## config.mk

```make
export PLATFORM = sky130hd
export DESIGN_NAME = hill_key_inverse_mod26
export DESIGN_NICKNAME = d
export VERILOG_FILES = /design/src/rtl/hkim_pkg.sv /design/src/rtl/hill_key_inverse_mod26.sv
export SDC_FILE = /design/constraint.sdc
export NUM_CORES = 2
export LEC_CHECK = 0
export ABC_AREA = 1
export BUFFER_PORTS_ARGS = -buffer_cell sky130_fd_sc_hd__buf_2
export CAP_MARGIN = 20
export CORE_MARGIN = 5
export CORE_UTILIZATION = 30
export CTS_CLUSTER_SIZE = 25
export DETAILED_ROUTE_END_ITERATION = 10
export HOLD_SLACK_MARGIN = 0.02
export PLACE_DENSITY_LB_ADDON = 0.3
export SLEW_MARGIN = 20
export SYNTH_ARGS = -nofsm -noshare
export SYNTH_HDL_FRONTEND = slang
export SYNTH_SLANG_ARGS = --single-unit
```

## constraint.sdc

```tcl
create_clock -name clk -period 35.2 [get_ports clk]
set_input_delay 7.04 -clock clk [delete_from_list [all_inputs] [get_ports clk]]
set_output_delay 7.04 -clock clk [all_outputs]
set_load 0.05 [all_outputs]
```

## src/rtl/hkim_pkg.sv

```systemverilog
package hkim_pkg;

	localparam int unsigned ResW = 5;
	localparam int unsigned ProdW = 10;
	localparam int unsigned SumW = 11;
	localparam logic [ResW-1:0] Modulus = 5'd26;
	localparam logic [SumW-1:0] CofBias = 11'd650;
	localparam logic [11:0] Recip26 = 12'd2521;
	localparam int unsigned RecipShift = 16;

	typedef struct packed {
		logic [ResW-1:0] key_r0c0;
		logic [ResW-1:0] key_r0c1;
		logic [ResW-1:0] key_r0c2;
		logic [ResW-1:0] key_r1c0;
		logic [ResW-1:0] key_r1c1;
		logic [ResW-1:0] key_r1c2;
		logic [ResW-1:0] key_r2c0;
		logic [ResW-1:0] key_r2c1;
		logic [ResW-1:0] key_r2c2;
	} key_t;

	typedef struct packed {
		logic [ResW-1:0] inv_r0c0;
		logic [ResW-1:0] inv_r0c1;
		logic [ResW-1:0] inv_r0c2;
		logic [ResW-1:0] inv_r1c0;
		logic [ResW-1:0] inv_r1c1;
		logic [ResW-1:0] inv_r1c2;
		logic [ResW-1:0] inv_r2c0;
		logic [ResW-1:0] inv_r2c1;
		logic [ResW-1:0] inv_r2c2;
		logic            invertible;
		logic [ResW-1:0] det_residue;
	} res_t;

	// Each cofactor is m[P0]*m[P1] - m[N0]*m[N1], signs folded in.
	localparam logic [3:0] CofP0 [9] = '{4'd4, 4'd6, 4'd3, 4'd7, 4'd0, 4'd6, 4'd1, 4'd3, 4'd0};
	localparam logic [3:0] CofP1 [9] = '{4'd8, 4'd5, 4'd7, 4'd2, 4'd8, 4'd1, 4'd5, 4'd2, 4'd4};
	localparam logic [3:0] CofN0 [9] = '{4'd7, 4'd3, 4'd6, 4'd1, 4'd6, 4'd0, 4'd4, 4'd0, 4'd3};
	localparam logic [3:0] CofN1 [9] = '{4'd5, 4'd8, 4'd4, 4'd8, 4'd2, 4'd7, 4'd2, 4'd5, 4'd1};

	// Remainder by 26 through a reciprocal multiply, exact below 2048.
	function automatic logic [ResW-1:0] mod26(input logic [SumW-1:0] x);
		logic [RecipShift+SumW-1:0] prod;
		logic [SumW-1:0]  quot;
		logic [SumW+4:0]  back;
		logic [SumW-1:0]  rem;
		prod = {{RecipShift{1'b0}}, x} * {{(RecipShift+SumW-12){1'b0}}, Recip26};
		quot = prod[RecipShift +: SumW];
		back = quot * {{SumW{1'b0}}, Modulus};
		rem = x - back[SumW-1:0];
		return rem[ResW-1:0];
	endfunction

	function automatic logic [ResW-1:0] unit_inverse(input logic [ResW-1:0] d);
		logic [ResW-1:0] r;
		unique case (d)
			5'd1:    r = 5'd1;
			5'd3:    r = 5'd9;
			5'd5:    r = 5'd21;
			5'd7:    r = 5'd15;
			5'd9:    r = 5'd3;
			5'd11:   r = 5'd19;
			5'd15:   r = 5'd7;
			5'd17:   r = 5'd23;
			5'd19:   r = 5'd11;
			5'd21:   r = 5'd5;
			5'd23:   r = 5'd17;
			5'd25:   r = 5'd25;
			default: r = 5'd0;
		endcase
		return r;
	endfunction

endpackage

```

## src/rtl/hill_key_inverse_mod26.sv

```systemverilog
// Inverts a 3x3 Hill cipher key modulo 26. One key transaction can enter
// in every cycle while key_stall is low, and it passes through the seven
// register stages of the datapath in turn (entry reduction,
// cofactor products, cofactor reduction, determinant products, determinant
// reduction with the unit-inverse lookup, scaling products, final
// reduction). Entries of 26 to 31 are taken as the integers they encode.
// A non-invertible key gives invertible low and an all-zero matrix, while
// det_residue still reports the reduced determinant. A stall on a valid
// result freezes the whole pipeline and is passed back to key_stall.
module hill_key_inverse_mod26 (
	input  logic           clk,
	input  logic           arst_n,
	input  logic           key_valid,
	output logic           key_stall,
	input  hkim_pkg::key_t key,
	output logic           res_valid,
	input  logic           res_stall,
	output hkim_pkg::res_t res
);
	import hkim_pkg::*;

	logic adv;
	logic v_s1, v_s2, v_s3, v_s4, v_s5, v_s6, v_s7;

	logic [ResW-1:0]  m_in   [9];
	logic [ResW-1:0]  m_s1   [9];
	logic [ProdW-1:0] pp_s2  [9];
	logic [ProdW-1:0] pn_s2  [9];
	logic [ResW-1:0]  top_s2 [3];
	logic [ResW-1:0]  cof_s3 [9];
	logic [ResW-1:0]  top_s3 [3];
	logic [ResW-1:0]  cof_s4 [9];
	logic [ProdW-1:0] dp_s4  [3];
	logic [ResW-1:0]  cof_s5 [9];
	logic [ResW-1:0]  det_s5;
	logic [ResW-1:0]  inv_s5;
	logic [ProdW-1:0] sp_s6  [9];
	logic             unit_s6;
	logic [ResW-1:0]  det_s6;
	logic [ResW-1:0]  out_s7 [9];
	logic             unit_s7;
	logic [ResW-1:0]  det_s7;

	logic [SumW-1:0]  det_sum;

	assign adv = !(v_s7 && res_stall);
	assign key_stall = !adv;
	assign res_valid = v_s7;

	assign m_in[0] = key.key_r0c0;
	assign m_in[1] = key.key_r0c1;
	assign m_in[2] = key.key_r0c2;
	assign m_in[3] = key.key_r1c0;
	assign m_in[4] = key.key_r1c1;
	assign m_in[5] = key.key_r1c2;
	assign m_in[6] = key.key_r2c0;
	assign m_in[7] = key.key_r2c1;
	assign m_in[8] = key.key_r2c2;

	assign det_sum = {1'b0, dp_s4[0]} + {1'b0, dp_s4[1]} + {1'b0, dp_s4[2]};

	always_ff @(posedge clk or negedge arst_n) begin
		if (!arst_n) begin
			v_s1 <= 1'b0;
			v_s2 <= 1'b0;
			v_s3 <= 1'b0;
			v_s4 <= 1'b0;
			v_s5 <= 1'b0;
			v_s6 <= 1'b0;
			v_s7 <= 1'b0;
		end else if (adv) begin
			v_s1 <= key_valid;
			v_s2 <= v_s1;
			v_s3 <= v_s2;
			v_s4 <= v_s3;
			v_s5 <= v_s4;
			v_s6 <= v_s5;
			v_s7 <= v_s6;
		end
	end

	always_ff @(posedge clk) begin
		if (adv) begin
			for (int i = 0; i < 9; i++) begin
				m_s1[i] <= (m_in[i] >= Modulus) ? m_in[i] - Modulus : m_in[i];
			end
			for (int i = 0; i < 9; i++) begin
				pp_s2[i] <= {{ResW{1'b0}}, m_s1[CofP0[i]]} * {{ResW{1'b0}}, m_s1[CofP1[i]]};
				pn_s2[i] <= {{ResW{1'b0}}, m_s1[CofN0[i]]} * {{ResW{1'b0}}, m_s1[CofN1[i]]};
			end
			for (int i = 0; i < 3; i++) begin
				top_s2[i] <= m_s1[i];
			end
			for (int i = 0; i < 9; i++) begin
				cof_s3[i] <= mod26({1'b0, pp_s2[i]} + CofBias - {1'b0, pn_s2[i]});
			end
			top_s3 <= top_s2;
			cof_s4 <= cof_s3;
			for (int i = 0; i < 3; i++) begin
				dp_s4[i] <= {{ResW{1'b0}}, top_s3[i]} * {{ResW{1'b0}}, cof_s3[i]};
			end
			cof_s5 <= cof_s4;
			det_s5 <= mod26(det_sum);
			inv_s5 <= unit_inverse(mod26(det_sum));
			for (int r = 0; r < 3; r++) begin
				for (int c = 0; c < 3; c++) begin
					sp_s6[r*3+c] <= {{ResW{1'b0}}, cof_s5[c*3+r]} * {{ResW{1'b0}}, inv_s5};
				end
			end
			unit_s6 <= (inv_s5 != '0);
			det_s6 <= det_s5;
			for (int i = 0; i < 9; i++) begin
				out_s7[i] <= mod26({1'b0, sp_s6[i]});
			end
			unit_s7 <= unit_s6;
			det_s7 <= det_s6;
		end
	end

	assign res.inv_r0c0 = out_s7[0];
	assign res.inv_r0c1 = out_s7[1];
	assign res.inv_r0c2 = out_s7[2];
	assign res.inv_r1c0 = out_s7[3];
	assign res.inv_r1c1 = out_s7[4];
	assign res.inv_r1c2 = out_s7[5];
	assign res.inv_r2c0 = out_s7[6];
	assign res.inv_r2c1 = out_s7[7];
	assign res.inv_r2c2 = out_s7[8];
	assign res.invertible = unit_s7;
	assign res.det_residue = det_s7;

endmodule

```

# == Yosys cells after proc, flatten, opt, wreduce, memory -nomap -nowiden ==
# Memories as Yosys holds them, arrays and structs flattened. A register that Yosys moved wholly into a read port is not among the register bits.
# Index checks and enable logic that the tools add are counted.
# op_classes
addsub,48
multipliers,68
div,0
n_lt_le_gt_ge,9
eq_ne,0
shift,0
n_mux,10
bitwise_logic,0
n_reduce_logical,6
# ops
operator,n
5-bit by 5-bit multiplier with 10-bit output,30
"11-bit by 12-bit multiplier with 23-bit output, second input constant",10
"10-bit by 12-bit multiplier with 22-bit output, second input constant",9
"10-bit by 10-bit adder with 11-bit output, second input constant",9
11-bit by 10-bit subtractor with 11-bit output,9
5-bit subtractor,19
"7-bit by 4-bit multiplier with 4-bit output, second input constant",10
"6-bit by 4-bit multiplier with 4-bit output, second input constant",9
"5-bit >= comparator, second input constant",9
5-bit 2-to-1 mux,9
"5-bit subtractor, second input constant",9
10-bit by 10-bit adder with 11-bit output,1
11-bit by 10-bit adder with 11-bit output,1
5-bit nonzero test,1
1-bit logical NOT,4
1-bit logical AND,1
1-bit 2-to-1 mux,1
# totals
reg_bits,174
latch_bits,0
mem_bits_rw,390
romBits,160
inputBits,49
out_inout_bits,53
word_cells,190
memories,7
# mem_list
memory,words,width,read_ports,rd_ports_with_merged_regs,wr,line_no,source
(no name shown),32,5,1,1,0,hkim_pkg.sv:58,unique case (d)
pn_s2,9,10,9,0,9,hill_key_inverse_mod26.sv:28,logic [ProdW-1:0] pn_s2 [9];
pp_s2,9,10,9,0,9,hill_key_inverse_mod26.sv:27,logic [ProdW-1:0] pp_s2 [9];
sp_s6,9,10,9,0,9,hill_key_inverse_mod26.sv:37,logic [ProdW-1:0] sp_s6 [9];
m_s1,9,5,12,3,9,hill_key_inverse_mod26.sv:26,logic [ResW-1:0] m_s1 [9];
out_s7,9,5,9,0,9,hill_key_inverse_mod26.sv:40,logic [ResW-1:0] out_s7 [9];
+1 memories,n/a,n/a,n/a,n/a,n/a,n/a,

# == Logic depth before layout (Yosys ltp) ==
# An unclocked memory read counts as a cell.
# logic_depth
word_depth,6
ltp_mapped,46
ltp_nobuf,46

# == Least setup slack after synthesis ==
# No wires, ideal clock.
# synth_timing
kind,input-to-output
from,input port res_stall
to,output port key_stall
arrival_ns,23.911
t_required_ns,28.160
path_slack_ns,4.249
path_stages,2
n_path_buf,0
cell_sequence,nand2_1 -> inv_1
# synth_between
elab_chain_len,1
# synth_lines
item,line_no,source
from (decl),hill_key_inverse_mod26.sv:17,"input logic res_stall,"
1-bit logical AND,hill_key_inverse_mod26.sv:46,assign adv = !(v_s7 && res_stall);
to (decl),hill_key_inverse_mod26.sv:14,"output logic key_stall,"
# Every way passes these cells.

# == Final worst setup path ==
# Same ends and word-level chain as after synthesis.

==> impl_metrics.ini <==
[logic_synthesis]
synth-seq-cells = 584
synth_area_leader_cell = ha_1
ys.flop_type = edfxtp_1
synthesis.nets = 12640
synthArstFlopShare = 0.01199
synth_top_area_frac = 0.2731
synth_cell_types = 54
synth_edf_count = 577
synth_area_um2 = 88280
synthTopCellsByArea = ha_1 (27%), fa_1 (22%), edfxtp_1 (20%), inv_1 (12%), nand2_1 (6.6%)
syn-instance-count = 9708
yosys_warnings = 0
yosysSeqAreaShare = 0.1982
syn_avg_cell_area_um2 = 9.094

[clock_network]
h-tree-depth = 3
insertion_delay_ns = 0.72
cts_buffers = 83
cts_sinks = 584
cts-root-buf = clkbuf_16
cts_tree = done
cts_max_path_buffers = 3
cts_setup_buffers = 0
clk_pin_slew_ns = 0.06
postCtsHoldBufs = 0
cts_resized = 0

[place]
numPortBuffers = 101
place_congestion = 0.8147
hpwl_um = 146900
postPlaceCellArea_um2 = 93710

[drt]
routed_via_density = 4.246
num_vias = 58700
dr.pass1.iters = 5
drt_wl_total_um = 177800
wl_per_cell_um = 12.86
postRouteAntennaNets = 0
drt-initial-drc-count = 2108
drcViolationCount = 0

[critical_path]
criticalPathCategory = in2out
cp.arrival_ns = 8.07
r2r_cells = 42
worst_setup_path_start_kind = input pin
reg2reg_from = pn_s2[0][21]
r2r_end = cof_s3[34]
crit_path_end_kind = primary output
crit_path_end = key_stall
worstSetupStartpoint = res_stall
required_ns = 28.16
ff2ff_setup_slack_ns = 26.76
path_max_fanout = 43

[grt]
antenna_found_initial = 8
grt_overflow = 0
grt_use_total = 0.1193
grt_pass1_wl_um = 303400
grt_start_max_net_pins = 134
grt_pass1_vias = 60290

[floorplanning]
die_width_um = 552.5
core_area_um2 = 293600
die_h_um = 552.5
pin_count = 102
dieArea_um2 = 305200
rows = 199
start_util = 0.3007

[min_path]
min_path_type = reg2reg

[outcome]
status = complete, no violations

[timing]
whs_ns = 0.4000
period_needed_ns = 15.11
tns_ns = 0
maxSlewViolCount = 0
slew-limit-headroom = 0.2907
fin_worst_skew_ns = 0.05645
worst_slew_pin_slew_ns = 1.064
rsz0062_at_grt = no
max_freq_ghz = 0.06619
finalSetupViolCount = 0
timing.final.crit_share = 0.4292
final_hold_viol_count = 0

[final_layout]
multi_input_area_um2 = 60130
area_growth_pct = 9.317
fill_cells = 30620
layout_common_cells = inv_1 (2718), ha_1 (1927), nand2_1 (1547), fa_1 (954), edfxtp_1 (577)
drive_above_1_share = 0.03635
design_area_um2 = 96510
ff_latch_area_um2 = 17500
utilization = 0.3288
finalNetCount = 12770
mostFrequentLayoutCell = inv_1

[run]
max_cap_violations = 0
-- per-layer routing --
| metal | GRT usage | wire [um] | vias to the layer above |
|---|---|---|---|
| met2 | 0.1956 | 78730 | 510 |
| met3 | 0.01512 | 5571 | 165 |
| li1 | - | - | 30510 |
| met5 | 0 | 26 | - |
| met1 | 0.1686 | 89690 | 27510 |
| met4 | 0.02449 | 3726 | 4 |
-- metrics by stage --
step	instances	worst slack [ns]
floorplan	9708	4.249
global placement	13670	20.04
detailed placement	13670	20.03
CTS	13820	20.03
global route	13820	19.95
finish	13820	20.09
-- layout make-up --
class	count	share of cell area
Multi-Input combinational cell	6284	0.6230
Sequential cell	584	0.1813
Inverter	2723	0.1059
Tap cell	3919	0.05081
Clock buffer	90	0.02179
Timing Repair Buffer	159	0.009879
Clock inverter	64	0.007234
Antenna cell	1	0.00002593
-- logic make-up after synthesis --
group,synth area share
simple gates,0.1027
fa+ha+maj,0.4894
flops,0.1982
compound gates,0.04965
buf+inv,0.1208
xor+xnor,0.03919
-- worst min path at each step --
stage                    start          to  slack (ns)  cells past startpoint
finish               cof_s4[3]   cof_s5[3]        0.40                      0
global route         cof_s4[1]   cof_s5[1]        0.40                      0
CTS                  cof_s4[3]   cof_s5[3]        0.40                      0
detailed placement  cof_s3[13]  cof_s4[13]        0.40                      0
global placement     cof_s3[0]   cof_s4[0]        0.40                      0
floorplan            cof_s3[0]   cof_s4[0]        0.40                      0
-- registers in the layout, indices dropped and copies added (netlist names), 5 cells and up --
signal  cells
top_s3     15
det_s6      5
dp_s4      30
pn_s2      90
pp_s2      90
sp_s6      90
det_s5      5
cof_s4     45
cof_s3     45
det_s7      5
out_s7     45
m_s1       45
cof_s5     45
top_s2     15
inv_s5      5
-- critical path: stages --
cell	delay, ns
buf_2	0.11
nand2_4	0.43
inv_1	0.21
buf_2	0.27
-- cells in the mapped netlist (36+ instances only) --
master and count:
nor2_1 292, xnor2_1 121, fa_1 954, inv_1 2718, nand3_1 226, ha_1 1927, nor3_1 36, edfxtp_1 577
a31oi_1 43, nand2_1 1548, a21oi_1 422, xor2_1 264, clkbuf_1 102, o21ai_0 176
Power is left out: the tool's default activity adds up to more than one toggle a clock period on the data nets, which glitch-free logic cannot reach.
